<file path="config.mk">
export PLATFORM = sky130hd
export DESIGN_NAME = line_follow_steering_flat
export DESIGN_NICKNAME = d
export VERILOG_FILES = /design/src/rtl/lfs_pkg.sv /design/src/rtl/lfs_stream_if.sv /design/src/rtl/lfs_cfg.sv /design/src/rtl/lfs_smul.sv /design/src/rtl/lfs_rdiv.sv /design/src/rtl/lfs_core.sv /design/src/rtl/line_follow_steering.sv /design/src/flat_wrapper.sv
export SDC_FILE = /design/constraint.sdc
export NUM_CORES = 1
export LEC_CHECK = 0
export ABC_CLOCK_PERIOD_IN_PS = 10100
export BUFFER_PORTS_ARGS = -buffer_cell sky130_fd_sc_hd__buf_2
export CORE_AREA = 8 8 242 244
export DETAILED_ROUTE_END_ITERATION = 12
export DIE_AREA = 0 0 250 252
export PLACE_DENSITY = 0.72
export REMOVE_ABC_BUFFERS = 1
export SYNTH_ARGS = -nofsm -noshare
export SYNTH_HDL_FRONTEND = slang
export SYNTH_SLANG_ARGS = --single-unit
export TNS_END_PERCENT = 30
</file>
<file path="constraint.sdc">
create_clock -name i_clk -period 10.1 [get_ports i_clk]
set_input_delay 0.505 -clock i_clk [delete_from_list [all_inputs] [get_ports i_clk]]
set_output_delay 0.505 -clock i_clk [all_outputs]
set_load 0.01 [all_outputs]
</file>
<file path="src/rtl/lfs_pkg.sv">
// ----------------------------------------------------------------------------
// lfs_pkg
// shared widths, register map, config and word types for the line follower
// ----------------------------------------------------------------------------
package lfs_pkg;

    // field widths
    localparam int LEVELS_W = 8;
    localparam int LOOK_W   = 10;
    localparam int SPEED_W  = 12;
    localparam int GAIN_W   = 12;
    localparam int RATE_W   = 15;
    localparam int STEP_W   = 12;
    localparam int TURN_W   = 16;
    localparam int LPOS_W   = 12;
    localparam int ANGLE_W  = 16;

    // datapath widths
    localparam int AY_W      = LPOS_W;
    localparam int GS_W      = GAIN_W + SPEED_W;
    localparam int LL_W      = 2 * LOOK_W;
    localparam int SQ_W      = 2 * AY_W;
    localparam int PC_W      = GS_W + AY_W;
    localparam int NUM_SHIFT = 9;
    localparam int NUM_W     = PC_W + NUM_SHIFT;
    localparam int LL_SHIFT  = 8;
    localparam int DEN_W     = LL_W + LL_SHIFT + 1;
    localparam int QUO_W     = 16;
    localparam int OVF_SHIFT = RATE_W - NUM_SHIFT;

    // centroid saturation limits
    localparam int Y_NEG_LIM = 1 << (LPOS_W - 1);
    localparam int Y_POS_LIM = (1 << (LPOS_W - 1)) - 1;

    // register port
    localparam int PADDR_W   = 5;
    localparam int PDATA_W   = 32;
    localparam int REG_IDX_W = 3;

    localparam logic [REG_IDX_W-1:0] REG_BLACK_LEVEL   = 3'd0;
    localparam logic [REG_IDX_W-1:0] REG_LOOKAHEAD     = 3'd1;
    localparam logic [REG_IDX_W-1:0] REG_FORWARD_SPEED = 3'd2;
    localparam logic [REG_IDX_W-1:0] REG_STEER_GAIN    = 3'd3;
    localparam logic [REG_IDX_W-1:0] REG_MAX_TURN      = 3'd4;
    localparam logic [REG_IDX_W-1:0] REG_SEARCH_TURN   = 3'd5;
    localparam logic [REG_IDX_W-1:0] REG_SEARCH_STEP   = 3'd6;
    localparam logic [REG_IDX_W-1:0] REG_SEARCH_LIMIT  = 3'd7;

    typedef struct packed {
        logic                black_level;
        logic [LOOK_W-1:0]   lookahead_mm;
        logic [SPEED_W-1:0]  forward_speed;
        logic [GAIN_W-1:0]   steer_gain;
        logic [RATE_W-1:0]   max_turn_rate;
        logic [RATE_W-1:0]   search_turn_rate;
        logic [STEP_W-1:0]   search_step;
        logic [RATE_W-1:0]   search_limit;
    } t_cfg;

    localparam t_cfg CFG_RESET = '{
        black_level:      1'b1,
        lookahead_mm:     10'd100,
        forward_speed:    12'd300,
        steer_gain:       12'd256,
        max_turn_rate:    15'd8192,
        search_turn_rate: 15'd4096,
        search_step:      12'd41,
        search_limit:     15'd12868
    };

    typedef struct packed {
        logic [LEVELS_W-1:0] sensor_levels;
    } t_scan;

    typedef struct packed {
        logic [SPEED_W-1:0]        speed_out;
        logic signed [TURN_W-1:0]  turn_out;
        logic signed [LPOS_W-1:0]  line_position;
        logic                      line_found;
        logic                      searching;
    } t_steer;

endpackage

</file>
<file path="src/rtl/lfs_stream_if.sv">
// ----------------------------------------------------------------------------
// lfs_stream_if
// valid/ready channel carrying one word of a given payload type
// ----------------------------------------------------------------------------
interface lfs_stream_if #(parameter type T = logic);
    logic valid;
    logic ready;
    T     data;

    modport source (output valid, output data, input ready);
    modport sink   (input valid, input data, output ready);
endinterface

</file>
<file path="src/rtl/lfs_cfg.sv">
// ----------------------------------------------------------------------------
// lfs_cfg
// apb register file holding the steering configuration
// ----------------------------------------------------------------------------
module lfs_cfg
    import lfs_pkg::*;
(
    input  logic               i_clk,
    input  logic               i_rst_n,
    input  logic               psel,
    input  logic               penable,
    input  logic               pwrite,
    input  logic [PADDR_W-1:0] paddr,
    input  logic [PDATA_W-1:0] pwdata,
    output logic [PDATA_W-1:0] prdata,
    output logic               pready,
    output t_cfg               o_cfg
);

    t_cfg                 r_cfg;
    logic                 w_wr;
    logic [REG_IDX_W-1:0] w_idx;

    assign w_wr   = psel && penable && pwrite;
    assign w_idx  = paddr[PADDR_W-1:2];
    assign pready = 1'b1;
    assign o_cfg  = r_cfg;

    always_ff @(posedge i_clk) begin
        if (!i_rst_n) begin
            r_cfg <= CFG_RESET;
        end else if (w_wr) begin
            unique case (w_idx)
                REG_BLACK_LEVEL:   r_cfg.black_level      <= pwdata[0];
                REG_LOOKAHEAD:     r_cfg.lookahead_mm     <= pwdata[LOOK_W-1:0];
                REG_FORWARD_SPEED: r_cfg.forward_speed    <= pwdata[SPEED_W-1:0];
                REG_STEER_GAIN:    r_cfg.steer_gain       <= pwdata[GAIN_W-1:0];
                REG_MAX_TURN:      r_cfg.max_turn_rate    <= pwdata[RATE_W-1:0];
                REG_SEARCH_TURN:   r_cfg.search_turn_rate <= pwdata[RATE_W-1:0];
                REG_SEARCH_STEP:   r_cfg.search_step      <= pwdata[STEP_W-1:0];
                REG_SEARCH_LIMIT:  r_cfg.search_limit     <= pwdata[RATE_W-1:0];
                default: ;
            endcase
        end
    end

    always_comb begin
        unique case (w_idx)
            REG_BLACK_LEVEL:   prdata = PDATA_W'(r_cfg.black_level);
            REG_LOOKAHEAD:     prdata = PDATA_W'(r_cfg.lookahead_mm);
            REG_FORWARD_SPEED: prdata = PDATA_W'(r_cfg.forward_speed);
            REG_STEER_GAIN:    prdata = PDATA_W'(r_cfg.steer_gain);
            REG_MAX_TURN:      prdata = PDATA_W'(r_cfg.max_turn_rate);
            REG_SEARCH_TURN:   prdata = PDATA_W'(r_cfg.search_turn_rate);
            REG_SEARCH_STEP:   prdata = PDATA_W'(r_cfg.search_step);
            REG_SEARCH_LIMIT:  prdata = PDATA_W'(r_cfg.search_limit);
            default:           prdata = '0;
        endcase
    end

endmodule

</file>
<file path="src/rtl/lfs_smul.sv">
// ----------------------------------------------------------------------------
// lfs_smul
// bit-serial shift-add multiplier, one multiplier bit per cycle
// ----------------------------------------------------------------------------
module lfs_smul #(
    parameter int A_W = 12,
    parameter int B_W = 12
) (
    input  logic             i_clk,
    input  logic             i_rst_n,
    input  logic             i_load,
    input  logic [A_W-1:0]   i_a,
    input  logic [B_W-1:0]   i_b,
    output logic [A_W+B_W-1:0] o_prod,
    output logic             o_done
);

    localparam int CNT_W = $clog2(B_W + 1);

    logic [A_W-1:0]     r_a;
    logic [B_W-1:0]     r_b;
    logic [A_W+B_W-1:0] r_prod;
    logic [CNT_W-1:0]   r_cnt;
    logic [A_W:0]       n_sum;

    assign n_sum  = {1'b0, r_prod[A_W+B_W-1:B_W]} + (r_b[0] ? {1'b0, r_a} : {(A_W+1){1'b0}});
    assign o_prod = r_prod;
    assign o_done = (r_cnt == '0);

    always_ff @(posedge i_clk) begin
        if (!i_rst_n) begin
            r_cnt <= '0;
        end else if (i_load) begin
            r_cnt <= CNT_W'(B_W);
        end else if (r_cnt != '0) begin
            r_cnt <= r_cnt - 1'b1;
        end
    end

    always_ff @(posedge i_clk) begin
        if (i_load) begin
            r_a    <= i_a;
            r_b    <= i_b;
            r_prod <= '0;
        end else if (r_cnt != '0) begin
            r_prod <= {n_sum, r_prod[B_W-1:1]};
            r_b    <= r_b >> 1;
        end
    end

endmodule

</file>
<file path="src/rtl/lfs_rdiv.sv">
// ----------------------------------------------------------------------------
// lfs_rdiv
// shared restoring divider, one quotient bit per cycle
// ----------------------------------------------------------------------------
module lfs_rdiv
    import lfs_pkg::*;
(
    input  logic             i_clk,
    input  logic             i_rst_n,
    input  logic             i_load,
    input  logic [NUM_W-1:0] i_num,
    input  logic [DEN_W-1:0] i_den,
    output logic [QUO_W-1:0] o_quo,
    output logic             o_done
);

    localparam int SH_W  = DEN_W + QUO_W - 1;
    localparam int REM_W = (NUM_W > SH_W) ? NUM_W : SH_W;
    localparam int CNT_W = $clog2(QUO_W + 1);

    logic [REM_W-1:0] r_rem;
    logic [REM_W-1:0] r_dsh;
    logic [QUO_W-1:0] r_quo;
    logic [CNT_W-1:0] r_cnt;
    logic [REM_W:0]   n_diff;

    assign n_diff = {1'b0, r_rem} - {1'b0, r_dsh};
    assign o_quo  = r_quo;
    assign o_done = (r_cnt == '0);

    always_ff @(posedge i_clk) begin
        if (!i_rst_n) begin
            r_cnt <= '0;
        end else if (i_load) begin
            r_cnt <= CNT_W'(QUO_W);
        end else if (r_cnt != '0) begin
            r_cnt <= r_cnt - 1'b1;
        end
    end

    always_ff @(posedge i_clk) begin
        if (i_load) begin
            r_rem <= REM_W'(i_num);
            r_dsh <= REM_W'({i_den, {(QUO_W-1){1'b0}}});
            r_quo <= '0;
        end else if (r_cnt != '0) begin
            if (!n_diff[REM_W]) begin
                r_rem <= n_diff[REM_W-1:0];
            end
            r_quo <= {r_quo[QUO_W-2:0], ~n_diff[REM_W]};
            r_dsh <= r_dsh >> 1;
        end
    end

endmodule

</file>
<file path="src/rtl/lfs_core.sv">
// ----------------------------------------------------------------------------
// lfs_core
// scan sequencer: serial centroid, serial multiplies, shared divider, search
// ----------------------------------------------------------------------------
module lfs_core
    import lfs_pkg::*;
#(
    parameter int CHANNELS     = 8,
    parameter int SENSOR_PITCH = 12
) (
    input  logic          i_clk,
    input  logic          i_rst_n,
    input  t_cfg          i_cfg,
    lfs_stream_if.sink    i_scan,
    lfs_stream_if.source  o_steer
);

    localparam int POS_STEP  = 2 * SENSOR_PITCH * 8;
    localparam int POS_MAX   = (CHANNELS - 1) * SENSOR_PITCH * 8;
    localparam int POS_FIRST = -POS_MAX;
    localparam int SUM_MAX   = CHANNELS * POS_MAX;
    localparam int CSUM_W    = $clog2(SUM_MAX + 1) + 1;
    localparam int CNT_W     = $clog2(CHANNELS + 1);

    localparam logic [1:0] DIR_POS = 2'd1;
    localparam logic [1:0] DIR_NEG = 2'd2;

    typedef enum logic [6:0] {
        ST_IDLE  = 7'b0000001,
        ST_PREP  = 7'b0000010,
        ST_DIVY  = 7'b0000100,
        ST_MUL2  = 7'b0001000,
        ST_CHECK = 7'b0010000,
        ST_DIVT  = 7'b0100000,
        ST_DONE  = 7'b1000000
    } t_state;

    t_state                    r_state;
    t_state                    n_state;
    logic [LEVELS_W-1:0]       r_lvl;
    logic [CNT_W-1:0]          r_ch;
    logic signed [CSUM_W-1:0]  r_pos;
    logic signed [CSUM_W-1:0]  r_sum;
    logic [CNT_W-1:0]          r_count;
    logic [LPOS_W-1:0]         r_y;
    logic [RATE_W-1:0]         r_mag;
    logic                      r_seen;
    logic [ANGLE_W-1:0]        r_angle;
    logic [1:0]                r_dir;
    logic                      r_ovalid;
    t_steer                    r_out;

    logic                      n_seen;
    logic [ANGLE_W-1:0]        n_angle;
    logic [1:0]                n_dir;
    t_steer                    n_out;
    logic [AY_W-1:0]           n_ay;
    logic [LPOS_W-1:0]         n_y;
    logic [RATE_W-1:0]         n_mag;

    logic                      w_acc;
    logic                      w_neg;
    logic [CSUM_W-1:0]         w_abs;
    logic [QUO_W-1:0]          w_ylim;
    logic [QUO_W-1:0]          w_ysat;
    logic                      w_prep_done;
    logic                      w_y_done;
    logic                      w_out_load;
    logic                      w_search_ok;
    logic [ANGLE_W:0]          w_asum;
    logic [DEN_W-1:0]          w_den;
    logic                      w_ovf;

    logic                      w_sq_load;
    logic [AY_W-1:0]           w_sq_a;
    logic [AY_W-1:0]           w_sq_b;
    logic [SQ_W-1:0]           w_sq_prod;
    logic                      w_sq_done;
    logic [LL_W-1:0]           w_ll_prod;
    logic                      w_ll_done;
    logic [PC_W-1:0]           w_pc_prod;
    logic                      w_pc_done;
    logic                      w_div_load;
    logic [NUM_W-1:0]          w_div_num;
    logic [DEN_W-1:0]          w_div_den;
    logic [QUO_W-1:0]          w_quo;
    logic                      w_div_done;

    assign w_acc        = i_scan.valid && i_scan.ready;
    assign i_scan.ready = (r_state == ST_IDLE);
    assign o_steer.valid = r_ovalid;
    assign o_steer.data  = r_out;

    // centroid magnitude and saturation
    assign w_neg  = r_sum[CSUM_W-1];
    assign w_abs  = w_neg ? CSUM_W'(-r_sum) : CSUM_W'(r_sum);
    assign w_ylim = w_neg ? QUO_W'(Y_NEG_LIM) : QUO_W'(Y_POS_LIM);
    assign w_ysat = (w_quo > w_ylim) ? w_ylim : w_quo;
    assign n_ay   = w_ysat[AY_W-1:0];
    assign n_y    = w_neg ? (LPOS_W'(0) - LPOS_W'(n_ay)) : LPOS_W'(n_ay);

    assign w_prep_done = (r_ch == '0) && w_sq_done && w_ll_done;
    assign w_y_done    = (r_state == ST_DIVY) && w_div_done;
    assign w_out_load  = (r_state == ST_DONE) && (!r_ovalid || o_steer.ready);

    // turn divisor and overflow check
    assign w_den = DEN_W'({w_ll_prod, {LL_SHIFT{1'b0}}}) + DEN_W'(w_sq_prod);
    assign w_ovf = (w_pc_prod >= PC_W'({w_den, {OVF_SHIFT{1'b0}}}));
    assign n_mag = (w_quo > QUO_W'(i_cfg.max_turn_rate)) ? i_cfg.max_turn_rate
                                                         : w_quo[RATE_W-1:0];

    // shared multiplier: gain*speed during scan, y*y afterwards
    assign w_sq_load = w_acc || w_y_done;
    assign w_sq_a    = (r_state == ST_IDLE) ? AY_W'(i_cfg.steer_gain) : n_ay;
    assign w_sq_b    = (r_state == ST_IDLE) ? AY_W'(i_cfg.forward_speed) : n_ay;

    assign w_div_load = ((r_state == ST_PREP) && w_prep_done && (r_count != '0)) ||
                        ((r_state == ST_CHECK) && (w_den != '0) && !w_ovf);
    assign w_div_num  = (r_state == ST_PREP) ? NUM_W'(w_abs[CSUM_W-2:0])
                                             : {w_pc_prod, {NUM_SHIFT{1'b0}}};
    assign w_div_den  = (r_state == ST_PREP) ? DEN_W'(r_count) : w_den;

    lfs_smul #(.A_W(AY_W), .B_W(AY_W)) u_mul_sq (
        .i_clk   (i_clk),
        .i_rst_n (i_rst_n),
        .i_load  (w_sq_load),
        .i_a     (w_sq_a),
        .i_b     (w_sq_b),
        .o_prod  (w_sq_prod),
        .o_done  (w_sq_done)
    );

    lfs_smul #(.A_W(LOOK_W), .B_W(LOOK_W)) u_mul_ll (
        .i_clk   (i_clk),
        .i_rst_n (i_rst_n),
        .i_load  (w_acc),
        .i_a     (i_cfg.lookahead_mm),
        .i_b     (i_cfg.lookahead_mm),
        .o_prod  (w_ll_prod),
        .o_done  (w_ll_done)
    );

    lfs_smul #(.A_W(GS_W), .B_W(AY_W)) u_mul_pc (
        .i_clk   (i_clk),
        .i_rst_n (i_rst_n),
        .i_load  (w_y_done),
        .i_a     (w_sq_prod),
        .i_b     (n_ay),
        .o_prod  (w_pc_prod),
        .o_done  (w_pc_done)
    );

    lfs_rdiv u_div (
        .i_clk   (i_clk),
        .i_rst_n (i_rst_n),
        .i_load  (w_div_load),
        .i_num   (w_div_num),
        .i_den   (w_div_den),
        .o_quo   (w_quo),
        .o_done  (w_div_done)
    );

    always_comb begin
        n_state = r_state;
        unique case (r_state)
            ST_IDLE:  if (w_acc) n_state = ST_PREP;
            ST_PREP: begin
                if (w_prep_done) begin
                    n_state = (r_count != '0) ? ST_DIVY : ST_DONE;
                end
            end
            ST_DIVY:  if (w_div_done) n_state = ST_MUL2;
            ST_MUL2:  if (w_sq_done && w_pc_done) n_state = ST_CHECK;
            ST_CHECK: n_state = ((w_den == '0) || w_ovf) ? ST_DONE : ST_DIVT;
            ST_DIVT:  if (w_div_done) n_state = ST_DONE;
            ST_DONE:  if (w_out_load) n_state = ST_IDLE;
            default:  n_state = ST_IDLE;
        endcase
    end

    // lost line search
    assign w_search_ok = r_seen && ((r_dir == DIR_POS) || (r_dir == DIR_NEG)) &&
                         (i_cfg.search_turn_rate != '0) &&
                         (r_angle < ANGLE_W'(i_cfg.search_limit));
    assign w_asum = {1'b0, r_angle} + (ANGLE_W+1)'(i_cfg.search_step);

    always_comb begin
        n_out   = '0;
        n_seen  = r_seen;
        n_angle = r_angle;
        n_dir   = r_dir;
        if (r_count != '0) begin
            n_out.speed_out     = i_cfg.forward_speed;
            n_out.line_position = r_y;
            n_out.line_found    = 1'b1;
            n_out.turn_out      = r_y[LPOS_W-1] ? (TURN_W'(0) - TURN_W'(r_mag))
                                                : TURN_W'(r_mag);
            n_seen  = 1'b1;
            n_angle = '0;
            if (r_mag != '0) begin
                n_dir = r_y[LPOS_W-1] ? DIR_NEG : DIR_POS;
            end
        end else if (w_search_ok) begin
            n_out.searching = 1'b1;
            n_out.turn_out  = (r_dir == DIR_POS) ? TURN_W'(i_cfg.search_turn_rate)
                                : (TURN_W'(0) - TURN_W'(i_cfg.search_turn_rate));
            n_angle = w_asum[ANGLE_W] ? {ANGLE_W{1'b1}} : w_asum[ANGLE_W-1:0];
        end
    end

    always_ff @(posedge i_clk) begin
        if (!i_rst_n) begin
            r_state  <= ST_IDLE;
            r_seen   <= 1'b0;
            r_angle  <= '0;
            r_dir    <= '0;
            r_ovalid <= 1'b0;
        end else begin
            r_state <= n_state;
            if (w_out_load) begin
                r_seen   <= n_seen;
                r_angle  <= n_angle;
                r_dir    <= n_dir;
                r_ovalid <= 1'b1;
            end else if (o_steer.ready) begin
                r_ovalid <= 1'b0;
            end
        end
    end

    always_ff @(posedge i_clk) begin
        if (w_acc) begin
            r_lvl   <= i_scan.data.sensor_levels;
            r_ch    <= CNT_W'(CHANNELS);
            r_pos   <= CSUM_W'(POS_FIRST);
            r_sum   <= '0;
            r_count <= '0;
        end else if ((r_state == ST_PREP) && (r_ch != '0)) begin
            r_lvl <= r_lvl >> 1;
            r_ch  <= r_ch - 1'b1;
            r_pos <= r_pos + CSUM_W'(POS_STEP);
            if (r_lvl[0] == i_cfg.black_level) begin
                r_sum   <= r_sum + r_pos;
                r_count <= r_count + 1'b1;
            end
        end
        if (w_y_done) begin
            r_y <= n_y;
        end
        if (r_state == ST_CHECK) begin
            r_mag <= (w_den == '0) ? '0 : i_cfg.max_turn_rate;
        end else if ((r_state == ST_DIVT) && w_div_done) begin
            r_mag <= n_mag;
        end
        if (w_out_load) begin
            r_out <= n_out;
        end
    end

`ifndef SYNTHESIS
    a_accept_starts_scan: assert property (@(posedge i_clk) disable iff (!i_rst_n)
        w_acc |=> (r_state == ST_PREP))
        else $error("accepted scan did not start the channel pass");

    a_found_speed: assert property (@(posedge i_clk) disable iff (!i_rst_n)
        (r_ovalid && r_out.line_found) |-> (r_out.speed_out == i_cfg.forward_speed))
        else $error("found word speed differs from forward speed");

    a_turn_clamped: assert property (@(posedge i_clk) disable iff (!i_rst_n)
        (r_ovalid && r_out.line_found) |->
            (($signed(r_out.turn_out) <= $signed({1'b0, i_cfg.max_turn_rate})) &&
             ($signed(r_out.turn_out) >= -$signed({1'b0, i_cfg.max_turn_rate}))))
        else $error("turn rate outside clamp");

    a_search_quiet: assert property (@(posedge i_clk) disable iff (!i_rst_n)
        (r_ovalid && r_out.searching) |->
            (!r_out.line_found && (r_out.speed_out == '0) && (r_out.line_position == '0)))
        else $error("search word carries line data");
`endif

endmodule

</file>
<file path="src/rtl/line_follow_steering.sv">
// sequence when the line is seen: a channel pass for the centroid, a divide for the line
// position, the multiplies, then a divide for the turn; the turn divide is skipped when
// the turn clamps or the divisor is zero, and the word follows the channel pass when lost
// flow: a scan is accepted only in the idle state, after the previous result word is
// loaded, so each scan runs alone through the bit-serial multipliers and shared divider
// reset: synchronous active low; clears control and search state, loads register defaults
// ----------------------------------------------------------------------------
// line_follow_steering
// pure pursuit steering from one line-sensor scan, with lost line search
// ----------------------------------------------------------------------------
module line_follow_steering
    import lfs_pkg::*;
#(
    parameter int CHANNELS     = 8,
    parameter int SENSOR_PITCH = 12
) (
    input  logic               i_clk,
    input  logic               i_rst_n,
    lfs_stream_if.sink         i_scan,
    lfs_stream_if.source       o_steer,
    input  logic               psel,
    input  logic               penable,
    input  logic               pwrite,
    input  logic [PADDR_W-1:0] paddr,
    input  logic [PDATA_W-1:0] pwdata,
    output logic [PDATA_W-1:0] prdata,
    output logic               pready
);

    t_cfg w_cfg;

    lfs_cfg u_cfg (
        .i_clk   (i_clk),
        .i_rst_n (i_rst_n),
        .psel    (psel),
        .penable (penable),
        .pwrite  (pwrite),
        .paddr   (paddr),
        .pwdata  (pwdata),
        .prdata  (prdata),
        .pready  (pready),
        .o_cfg   (w_cfg)
    );

    lfs_core #(
        .CHANNELS     (CHANNELS),
        .SENSOR_PITCH (SENSOR_PITCH)
    ) u_core (
        .i_clk   (i_clk),
        .i_rst_n (i_rst_n),
        .i_cfg   (w_cfg),
        .i_scan  (i_scan),
        .o_steer (o_steer)
    );

endmodule

</file>
<file path="src/flat_wrapper.sv">
// flat-port wrapper written by rule: the top's interface ports become plain ports
module line_follow_steering_flat import lfs_pkg::*;
#(
    parameter int CHANNELS     = 8,
    parameter int SENSOR_PITCH = 12
)
  (i_clk, i_rst_n, psel, penable, pwrite, paddr, pwdata, prdata, pready, i_scan_valid, i_scan_data, i_scan_ready, o_steer_valid, o_steer_data, o_steer_ready);
  lfs_stream_if #(.T(t_scan)) i_scan_i ();
  lfs_stream_if #(.T(t_steer)) o_steer_i ();
  input  logic i_clk;
  input  logic i_rst_n;
  input  logic psel;
  input  logic penable;
  input  logic pwrite;
  input  logic [PADDR_W-1:0] paddr;
  input  logic [PDATA_W-1:0] pwdata;
  output logic [PDATA_W-1:0] prdata;
  output logic pready;
  input wire logic [$bits(i_scan_i.valid)-1:0] i_scan_valid;
  input wire logic [$bits(i_scan_i.data)-1:0] i_scan_data;
  output wire logic [$bits(i_scan_i.ready)-1:0] i_scan_ready;
  output wire logic [$bits(o_steer_i.valid)-1:0] o_steer_valid;
  output wire logic [$bits(o_steer_i.data)-1:0] o_steer_data;
  input wire logic [$bits(o_steer_i.ready)-1:0] o_steer_ready;
  assign i_scan_i.valid = i_scan_valid;
  assign i_scan_i.data = i_scan_data;
  assign i_scan_ready = i_scan_i.ready;
  assign o_steer_valid = o_steer_i.valid;
  assign o_steer_data = o_steer_i.data;
  assign o_steer_i.ready = o_steer_ready;
  line_follow_steering #(.CHANNELS(CHANNELS), .SENSOR_PITCH(SENSOR_PITCH)) u_core (.i_clk(i_clk), .i_rst_n(i_rst_n), .i_scan(i_scan_i), .o_steer(o_steer_i), .psel(psel), .penable(penable), .pwrite(pwrite), .paddr(paddr), .pwdata(pwdata), .prdata(prdata), .pready(pready));
endmodule
</file>
==> results of run 1 <==
-- Yosys cell counts, drive strengths merged, types with 34 or more instances --
cell / n
a21boi: 96
a21o: 59
a21oi: 278
and2: 78
buf: 50
clkbuf: 124
dfxtp: 272
edfxtp: 231
ha: 208
inv: 188
mux2: 34
mux2i: 60
nand2: 589
nand3: 67
nor2: 213
nor2b: 40
nor3: 63
o211ai: 35
o21ai: 142
xnor2: 75
xor2: 63
-- layer usage --
metal	track usage (%)	part of all wire [%]	up-vias
met3	2.77	5.0	171
met5	0	0	-
met4	12.7	5.3	0
met2	42.8	49	746
met1	28.1	41	11508
li1	-	-	11733
-- registers in the layout (all words and copies together) (netlist names), 20 cells and up --
register                       flops
u_core.u_cfg.o_cfg                92
u_core.u_core.u_div.r_rem         45
u_core.u_core.u_div.r_dsh         44
u_core.u_core.o_steer.data        42
u_core.u_core.u_mul_pc.o_prod     36
u_core.u_core.u_mul_pc.r_a        24
u_core.u_core.u_mul_sq.o_prod     24
u_core.u_core.u_mul_ll.o_prod     20
-- kinds of logic (layout without fill, tap and decap cells) --
group,after synthesis,in the layout
xor gates and xnor gates,138,138
other,2,19
DFF,503,503
AOI/OAI and AO/OA,801,801
muxes,105,105
adders and majority gates,215,215
and+or+nand+nor,1204,1204
buffers and inverters,365,413
-- worst reg2reg max path, stage by stage, from the launching register on --
cell      delay, ns
dfxtp_1        0.37
ha_1           0.22
inv_1          0.06
fa_1           0.39
nor2b_1        0.21
o211a_1        0.21
o22ai_1        0.10
xor2_1         0.36
ha_1           0.33
a21oi_1        0.17
nor2b_1        0.06
o21ai_0        0.15
o211ai_1       0.14
a211oi_1       0.26
nor2_1         0.07
nor3_1         0.33
o311ai_2       0.33
o31ai_4        0.30
buf_4          0.70
or2_1          0.19
buf_4          0.39
-- final cells by class --
| type | instances | area [µm²] | area share (%) |
|---|---|---|---|
| inverter | 191 | 717 | 2.20 |
| multi-input combinational | 2481 | 16000 | 49.0 |
| antenna | 1 | 2.50 | 0.00768 |
| tap | 704 | 881 | 2.70 |
| clock buffer | 74 | 1560 | 4.79 |
| timing repair buffer | 120 | 673 | 2.07 |
| sequential | 503 | 12400 | 38.0 |
| clock inverter | 28 | 417 | 1.28 |
-- final timing paths --
path / startpoint / slack [ns] / cells after the start / endpoint
worst max register to register: u_core.u_core.u_mul_sq.o_prod[8] / 4.40 / 20 / u_core.u_core.u_div.r_dsh[20]
worst max-delay path: u_core.u_core.u_mul_sq.o_prod[8] / 4.40 / 20 / u_core.u_core.u_div.r_dsh[20]
worst min register to register: u_core.u_core.u_div.r_dsh[3] / 0.47 / 2 / u_core.u_core.u_div.r_dsh[3]
worst min-delay path: pwdata[12] / 0.15 / 3 / u_core.u_cfg.o_cfg[39]
-- power by group --
part | switching, mW | leakage (nW) | internal, mW
logic | 2.95 | 7.69 | 2.03
registers | 0.419 | 4.46 | 2.91
clock network | 0.846 | 0.979 | 1.34
==> summary.md, run 1 <==
| Metric | Value |
|---|---|
| Status | finished, final reports clean |
| Die area | 63000 µm² |
| Multiplexer fraction of the synthesized cell area | 4.27% |
| Flops & latches, synth | approximately 500 |
| Deepest level of the CTS H-tree | 2 |
| Setup slack at placement | between 4 and 5 ns |
| Final setup TNS | 0 ns |
| Number of buffers inserted during clock tree synthesis | 54 |
| Synthesized netlist cell count | 3333 |
| Starting DRC count in detailed routing | between 1.5k and 2k |
| Final global-route overflow total | 0 |
| Post CTS Setup Buffer Count | 0 |
| Required time of the critical path | 10.35 ns |
| Final Power | about 11 mW |
| Fin. max-slew vios | 0 |
| Wire length of the first global-routing pass | 125000 µm |
| Largest cells by area after synthesis | edfxtp_1, dfxtp_1, ha_1 |
| Initial Utilization | 54.4% |
| Proportion of register bits with asynchronous set or reset after synthesis | 0% |
| Clock tree root buffer cell | clkbuf_16 |
| Number of warning messages in the yosys log | 0 |
| Cell area after layout | 32600 µm² |
| Worst rel slew slack | about an eighth |
| Area fraction in compound gates after synthesis | 17.3% |
| Simple-gate share of the synthesized area | 18.4% |
| Cell family with most CP delay | compound AO/OA/AOI/OAI gates |
| Slowest-stage cell, CP | buf_4 |
| Final antenna-violating net count | 0 |
| Gpl congestion | approximately 0.92 |
| Cell-by-cell listing of the critical path | ha_1 > inv_1 > fa_1 > nor2b_1 > o211a_1 > o22ai_1 > xor2_1 > ha_1 > a21oi_1 > nor2b_1 > o21ai_0 > o211ai_1 > a211oi_1 > nor2_1 > nor3_1 > o311ai_2 > o31ai_4 > buf_4 > or2_1 > buf_4 |
| Worst stage delay on the critical path | 0.70 ns |
| Layout filler cell count | between 4k and 5k |
| Signed area change from the synthesized netlist to the final layout | 9.65% |
| Detailed-routing iteration count for the pre-antenna-repair pass | 6 |
| Post-route worst hold slack | 0.155 ns |
| Post-synthesis instance area | 29700 µm² |
| Worst Hold Class | input port to flop |
| CP Launch Type | flop |
| Routed length per placed instance | 18.8 µm |
| Register clock-pin slew on the reported worst setup and hold paths | 0.06 ns |
| Leading cell type in the layout, fill and taps excluded | nand2_1 |
| Clk sinks | between 500 and 600 |
| Number of nets at the end of the flow | 3618 |
| Maximum number of pins on one net before global-route repair | 81 |
| Chip height | between 200 and 300 µm |
| Number of port buffers | 91 |
| Number of remaining DRC errors | 0 |
| Most frequently used flop master after synthesis | dfxtp_1 |
| Endpoint kind of the worst setup timing path | flop |
| Post-synthesis share of cell area spent on full adders, half adders and majority gates | 9.23% |
| Buffering stage count on the worst path with inverters included | 3 |
| Data arrival time at the worst-slack endpoint | approximately 6.0 ns |
| Peak clock frequency supported by timing | 176 MHz |
| Share of the core filled with cells in the final layout | between 50% and 60% |
| Layout Cells excl Fill | a little over 4k |
| Instance area at placement | 30600 µm² |
| XOR/XNOR Fraction of Synth Area | under 10% |
| Synth top area share | 23.3% |
| Count of max-cap constraint violations | 0 |
| Final Hold Violating Endpoints | 0 |
| Yosys cell types | between 80 and 90 |
| Static leakage | 13.1 nW |
| Post-synth top area cell | edfxtp_1 |
| Critical path type | flop to flop |
| Mean instance size in the synthesized netlist | 8.92 µm² |
| Unrepaired setup endpoints after global routing | false |
| Slew @ Worst Pin | 1.30 ns |
| Total track usage | a little under a quarter |
| Commonest cells after routing, fill and taps aside | nand2_1, a21oi_1, dfxtp_1 |
| Sum of routed wire length over all layers | 77100 µm |
| Number of global-route vias before repair | 23.9k |
| Worst setup margin | 4.40 ns |
| Source-to-sink clock delay at the later pin of the worst-skew pair | 0.63 ns |
| Number of buffers between clock root and the deepest sink | 3 |
| Peak supply drop | 250 µV |
| Main combinational cell family by area after synthesis | simple AND/OR/NAND/NOR gates |
| Total I/O pin count | 129 |
| Placeable core region | 54700 µm² |
| Post-synth EDFFs | 231 |
| Fin crit period | 5.70 ns |
| Areal power density over the cells | between 300 and 400 nW/µm² |
| Maximum fanout encountered on the critical timing path | between 60 and 70 |
| Clock tree from TritonCTS | yes |
| CTS-repair resized insts | 0 |
| Die boundary width | 250 µm |
| Number of setup violations in the final report | 0 |
| Antenna violations before repair | 1 |
| Mean number of vias per cell | between 5 and 6 |
| Share of layout cells above drive strength 1 | 8.71% |
| Estimated wirelength of the detail-placed design | 56100 µm |
| Final period util | 56.4% |
| # rows | 86 |
| Number of vias in the routed layout | 24.2k |
| Cell count after placement | 3999 |
| Post-Route Skew | between 0.02 and 0.03 ns |
| Number of buffers inserted by hold repair at cts | 0 |
| Sequential-to-total area share from yosys stat | 41.7% |
Note: power is estimated with default switching activity, not from simulation.
==> run 2, diff against run 1 <==
Settings changed: ABC_CLOCK_PERIOD_IN_PS 10100 to 4900, PLACE_DENSITY 0.72 to 0.75.
Clock period 10.1 ns to 4.9 ns, I/O delays scaled along.
==> run 2 against run 1 <==
Final area rose by 0.81%. Sequential cell count stayed put. Via count decreased by 0.58%. Critical endpoint is now u_core.u_core.u_div.r_rem[20]. Register-to-register slack worse by 4.2 ns. Power grew 100%. Hold slack worse by 0.10 ns. First-iteration DRC count up 8.8%. Cell count grew 0.90%. Critical path depth is 1 higher. Combinational power grew 110%.
==> summary.md, run 2 (synthesis gave the netlist of run 1 again) <==
| Metric | Value |
|---|---|
| Chip height | 252 µm (unchanged) |
| Required time of the critical path | 5.25 ns (was 10.35 ns) |
| Peak supply drop | 407 µV (was 250 µV) |
| Register clock-pin slew on the reported worst setup and hold paths | 0.06 ns (about the same) |
| Deepest level of the CTS H-tree | 2 (unchanged) |
| Sum of routed wire length over all layers | 75700 µm (was 77100 µm) |
| Detailed-routing iteration count for the pre-antenna-repair pass | 5 (was 6) |
| Mean number of vias per cell | 5.80 (was 5.89) |
| CP Launch Type | flop (unchanged) |
| Placeable core region | 54700 µm² (unchanged) |
| Die boundary width | 250 µm (unchanged) |
| Clock tree root buffer cell | clkbuf_16 (unchanged) |
| Post-route worst hold slack | 0.0501 ns (was 0.155 ns) |
| Number of port buffers | 91 (unchanged) |
| Startpoint of the lowest-slack register-to-register path | u_core.u_core.u_mul_sq.o_prod[8] (unchanged) |
| Clk sinks | 503 (unchanged) |
| Antenna diode count | 0 (was 1) |
| Die area | 63000 µm² (unchanged) |
| Number of vias in the routed layout | 24.0k (was 24.2k) |
| Leading cell type in the layout, fill and taps excluded | nand2_1 (unchanged) |
| Antenna violations before repair | 1 (unchanged) |
| Worst Hold End | u_core.u_core.r_state[0] (was u_core.u_cfg.o_cfg[39]) |
| Final Hold Violating Endpoints | 0 (unchanged) |
| Fin crit period | 4.70 ns (was 5.70 ns) |
| Starting DRC count in detailed routing | 1735 (was 1594) |
| Wire length of the first global-routing pass | 122000 µm (was 125000 µm) |
| Cell count of the worst hold path | 2 (was 3) |
| Total I/O pin count | 129 (unchanged) |
| Maximum fanout encountered on the critical timing path | 19 (was 61) |
| Number of setup violations in the final report | 0 (unchanged) |
| Estimated wirelength of the detail-placed design | 54700 µm (was 56100 µm) |
| Endpoint kind of the worst setup timing path | flop (unchanged) |
| Status | finished, final reports clean (unchanged) |
| Internal reg-to-reg setup slack | 0.20 ns (was 4.40 ns) |
| Number of remaining DRC errors | 0 (unchanged) |
| # rows | 86 (unchanged) |
| Slew @ Worst Pin | 1.20 ns (was 1.30 ns) |
| Critical path type | flop to flop (unchanged) |
| Static leakage | 13.3 nW (was 13.1 nW) |
| Areal power density over the cells | 648 nW/µm² (was 322 nW/µm²) |
| Flip-flop count of the largest register after layout | 92 (unchanged) |
| Number of cells on the worst reg-to-reg path | 21 (was 20) |
| Number of nets at the end of the flow | 3658 (was 3618) |
| Min-delay src | i_scan_valid (was pwdata[12]) |
| Routed length per placed instance | 18.3 µm (was 18.8 µm) |
| Number of global-route vias before repair | 23.0k (was 23.9k) |
| Clock tree from TritonCTS | yes (unchanged) |
| Data arrival time at the worst-slack endpoint | 5.06 ns (was 5.95 ns) |
| Post-Route Skew | 0.0334 ns (was 0.0270 ns) |
| Share of layout cells above drive strength 1 | 8.88% (was 8.71%) |
| Share of the core filled with cells in the final layout | 60.1% (was 59.6%) |
| Fin. max-slew vios | 0 (unchanged) |
| Final antenna-violating net count | 0 (unchanged) |
| Commonest cells after routing, fill and taps aside | nand2_1, a21oi_1, dfxtp_1 (unchanged) |
| Initial Utilization | 54.4% (unchanged) |
| Number of buffers inserted during clock tree synthesis | 53 (was 54) |
| Count of max-cap constraint violations | 0 (unchanged) |
| Final period util | 96.0% (was 56.4%) |
| Peak clock frequency supported by timing | 213 MHz (was 176 MHz) |
| Number of buffers between clock root and the deepest sink | 3 (unchanged) |
| Critical register-to-register path endpoint | u_core.u_core.u_div.r_rem[20] (was u_core.u_core.u_div.r_dsh[20]) |
| Worst rel slew slack | 19.9% (was 12.4%) |
| Unrepaired setup endpoints after global routing | false (unchanged) |
| Signed area change from the synthesized netlist to the final layout | 10.5% (was 9.65%) |
| Total track usage | 23.4% (was 24.0%) |
| Final global-route overflow total | 0 (unchanged) |
| Maximum number of pins on one net before global-route repair | 70 (was 81) |
| Source-to-sink clock delay at the later pin of the worst-skew pair | 0.62 ns (was 0.63 ns) |
| Gpl congestion | 0.913 (was 0.919) |
| Worst Hold Class | input port to flop (unchanged) |
[run 2: changes by cell type in the layout (fill, tap and decap cells not counted), sizes merged]
| cell | previous run | this run |
|---|---|---|
| diode | 1 | 0 |
| dlygate4sd3 | 0 | 24 |
| clkinv | 17 | 26 |
| bufinv | 10 | 6 |
| buf | 120 | 136 |
| clkbuf | 74 | 68 |
| inv | 192 | 191 |
[run 2: repair_timing]
item / in CTS / in global routing
gates resized for setup: 0 / 1
setup endpoints to repair: 0 / 36
buffers inserted: 0 / 2
hold buffers: 24 / 0
hold endpoints to repair: 99 / 0
[run 2: layout make-up]
type | count | area, µm²
Clock buffer | 67 | 1470
Fill cell | 4642 | 21800
Multi-Input combinational cell | 2481 | 16000
Clock inverter | 32 | 320
Timing Repair Buffer | 161 | 1120
Sequential cell | 503 | 12400
Inverter | 191 | 717
Tap cell | 704 | 881
[run 2: stage by stage]
step / setup WS, ns / area (µm²) / TNS (ns) / instances / total power, mW
2_1_floorplan: -2.11 / 29000 / -359.34 / 3175 / 14.4
3_3_place_gp: 0.271 / 30800 / 0 / 4013 / 16.8
3_5_place_dp: 0.147 / 30800 / 0 / 4013 / 17.0
4_1_cts: 0.137 / 32800 / 0 / 4136 / 21.3
5_1_grt: 0.0111 / 32900 / 0 / 4139 / 22.9
6_report: 0.197 / 32900 / 0 / 4139 / 21.3
[run 2: critical path: stages (launching register included)]
cell and delay (ns):
dfxtp_1 0.37, ha_1 0.21, inv_1 0.07, fa_1 0.41
nor2b_1 0.22, o211a_1 0.21, o21ai_2 0.10, o21ai_1 0.25
o41ai_4 0.12, xor2_1 0.18, ha_1 0.32, nor2b_1 0.14
o21ai_0 0.14, nand2b_1 0.07, a21oi_1 0.14, nor2b_1 0.05
o21ai_0 0.20, o311ai_2 0.28, nor3_4 0.28, buf_4 0.19
clkbuf_16 0.20, mux2_4 0.31
[run 2: routing by layer]
layer,global-route usage [%],wire length [µm],up-vias,part of all wire [%]
met3,3.53,4520,169,6.0
met5,0,10,-,0.013
met2,38.3,34600,747,46
met4,11.2,3720,2,4.9
met1,30.5,32800,11282,43
li1,-,-,11818,-
[run 2: worst max path at each step]
stage | start | endpoint
2_1_floorplan | u_core.u_core.u_div.r_cnt[0] | u_core.u_core.u_mul_sq.r_b[11]
3_3_place_gp | u_core.u_core.u_mul_sq.o_prod[8] | u_core.u_core.u_div.r_dsh[35]
3_5_place_dp | u_core.u_core.u_mul_sq.o_prod[8] | u_core.u_core.u_div.r_dsh[41]
4_1_cts | u_core.u_core.u_mul_sq.o_prod[8] | u_core.u_core.u_div.r_dsh[41]
5_1_grt | u_core.u_core.u_mul_sq.o_prod[8] | u_core.u_core.u_div.r_rem[20]
6_report | u_core.u_core.u_mul_sq.o_prod[8] | u_core.u_core.u_div.r_rem[20]
[run 2: power breakdown]
group | internal (mW) | total, mW | switching [mW]
combinational | 4.29 | 10.3 | 5.96
sequential | 6.00 | 6.88 | 0.880
clock | 2.44 | 4.15 | 1.71
total | 12.7 | 21.3 | 8.55
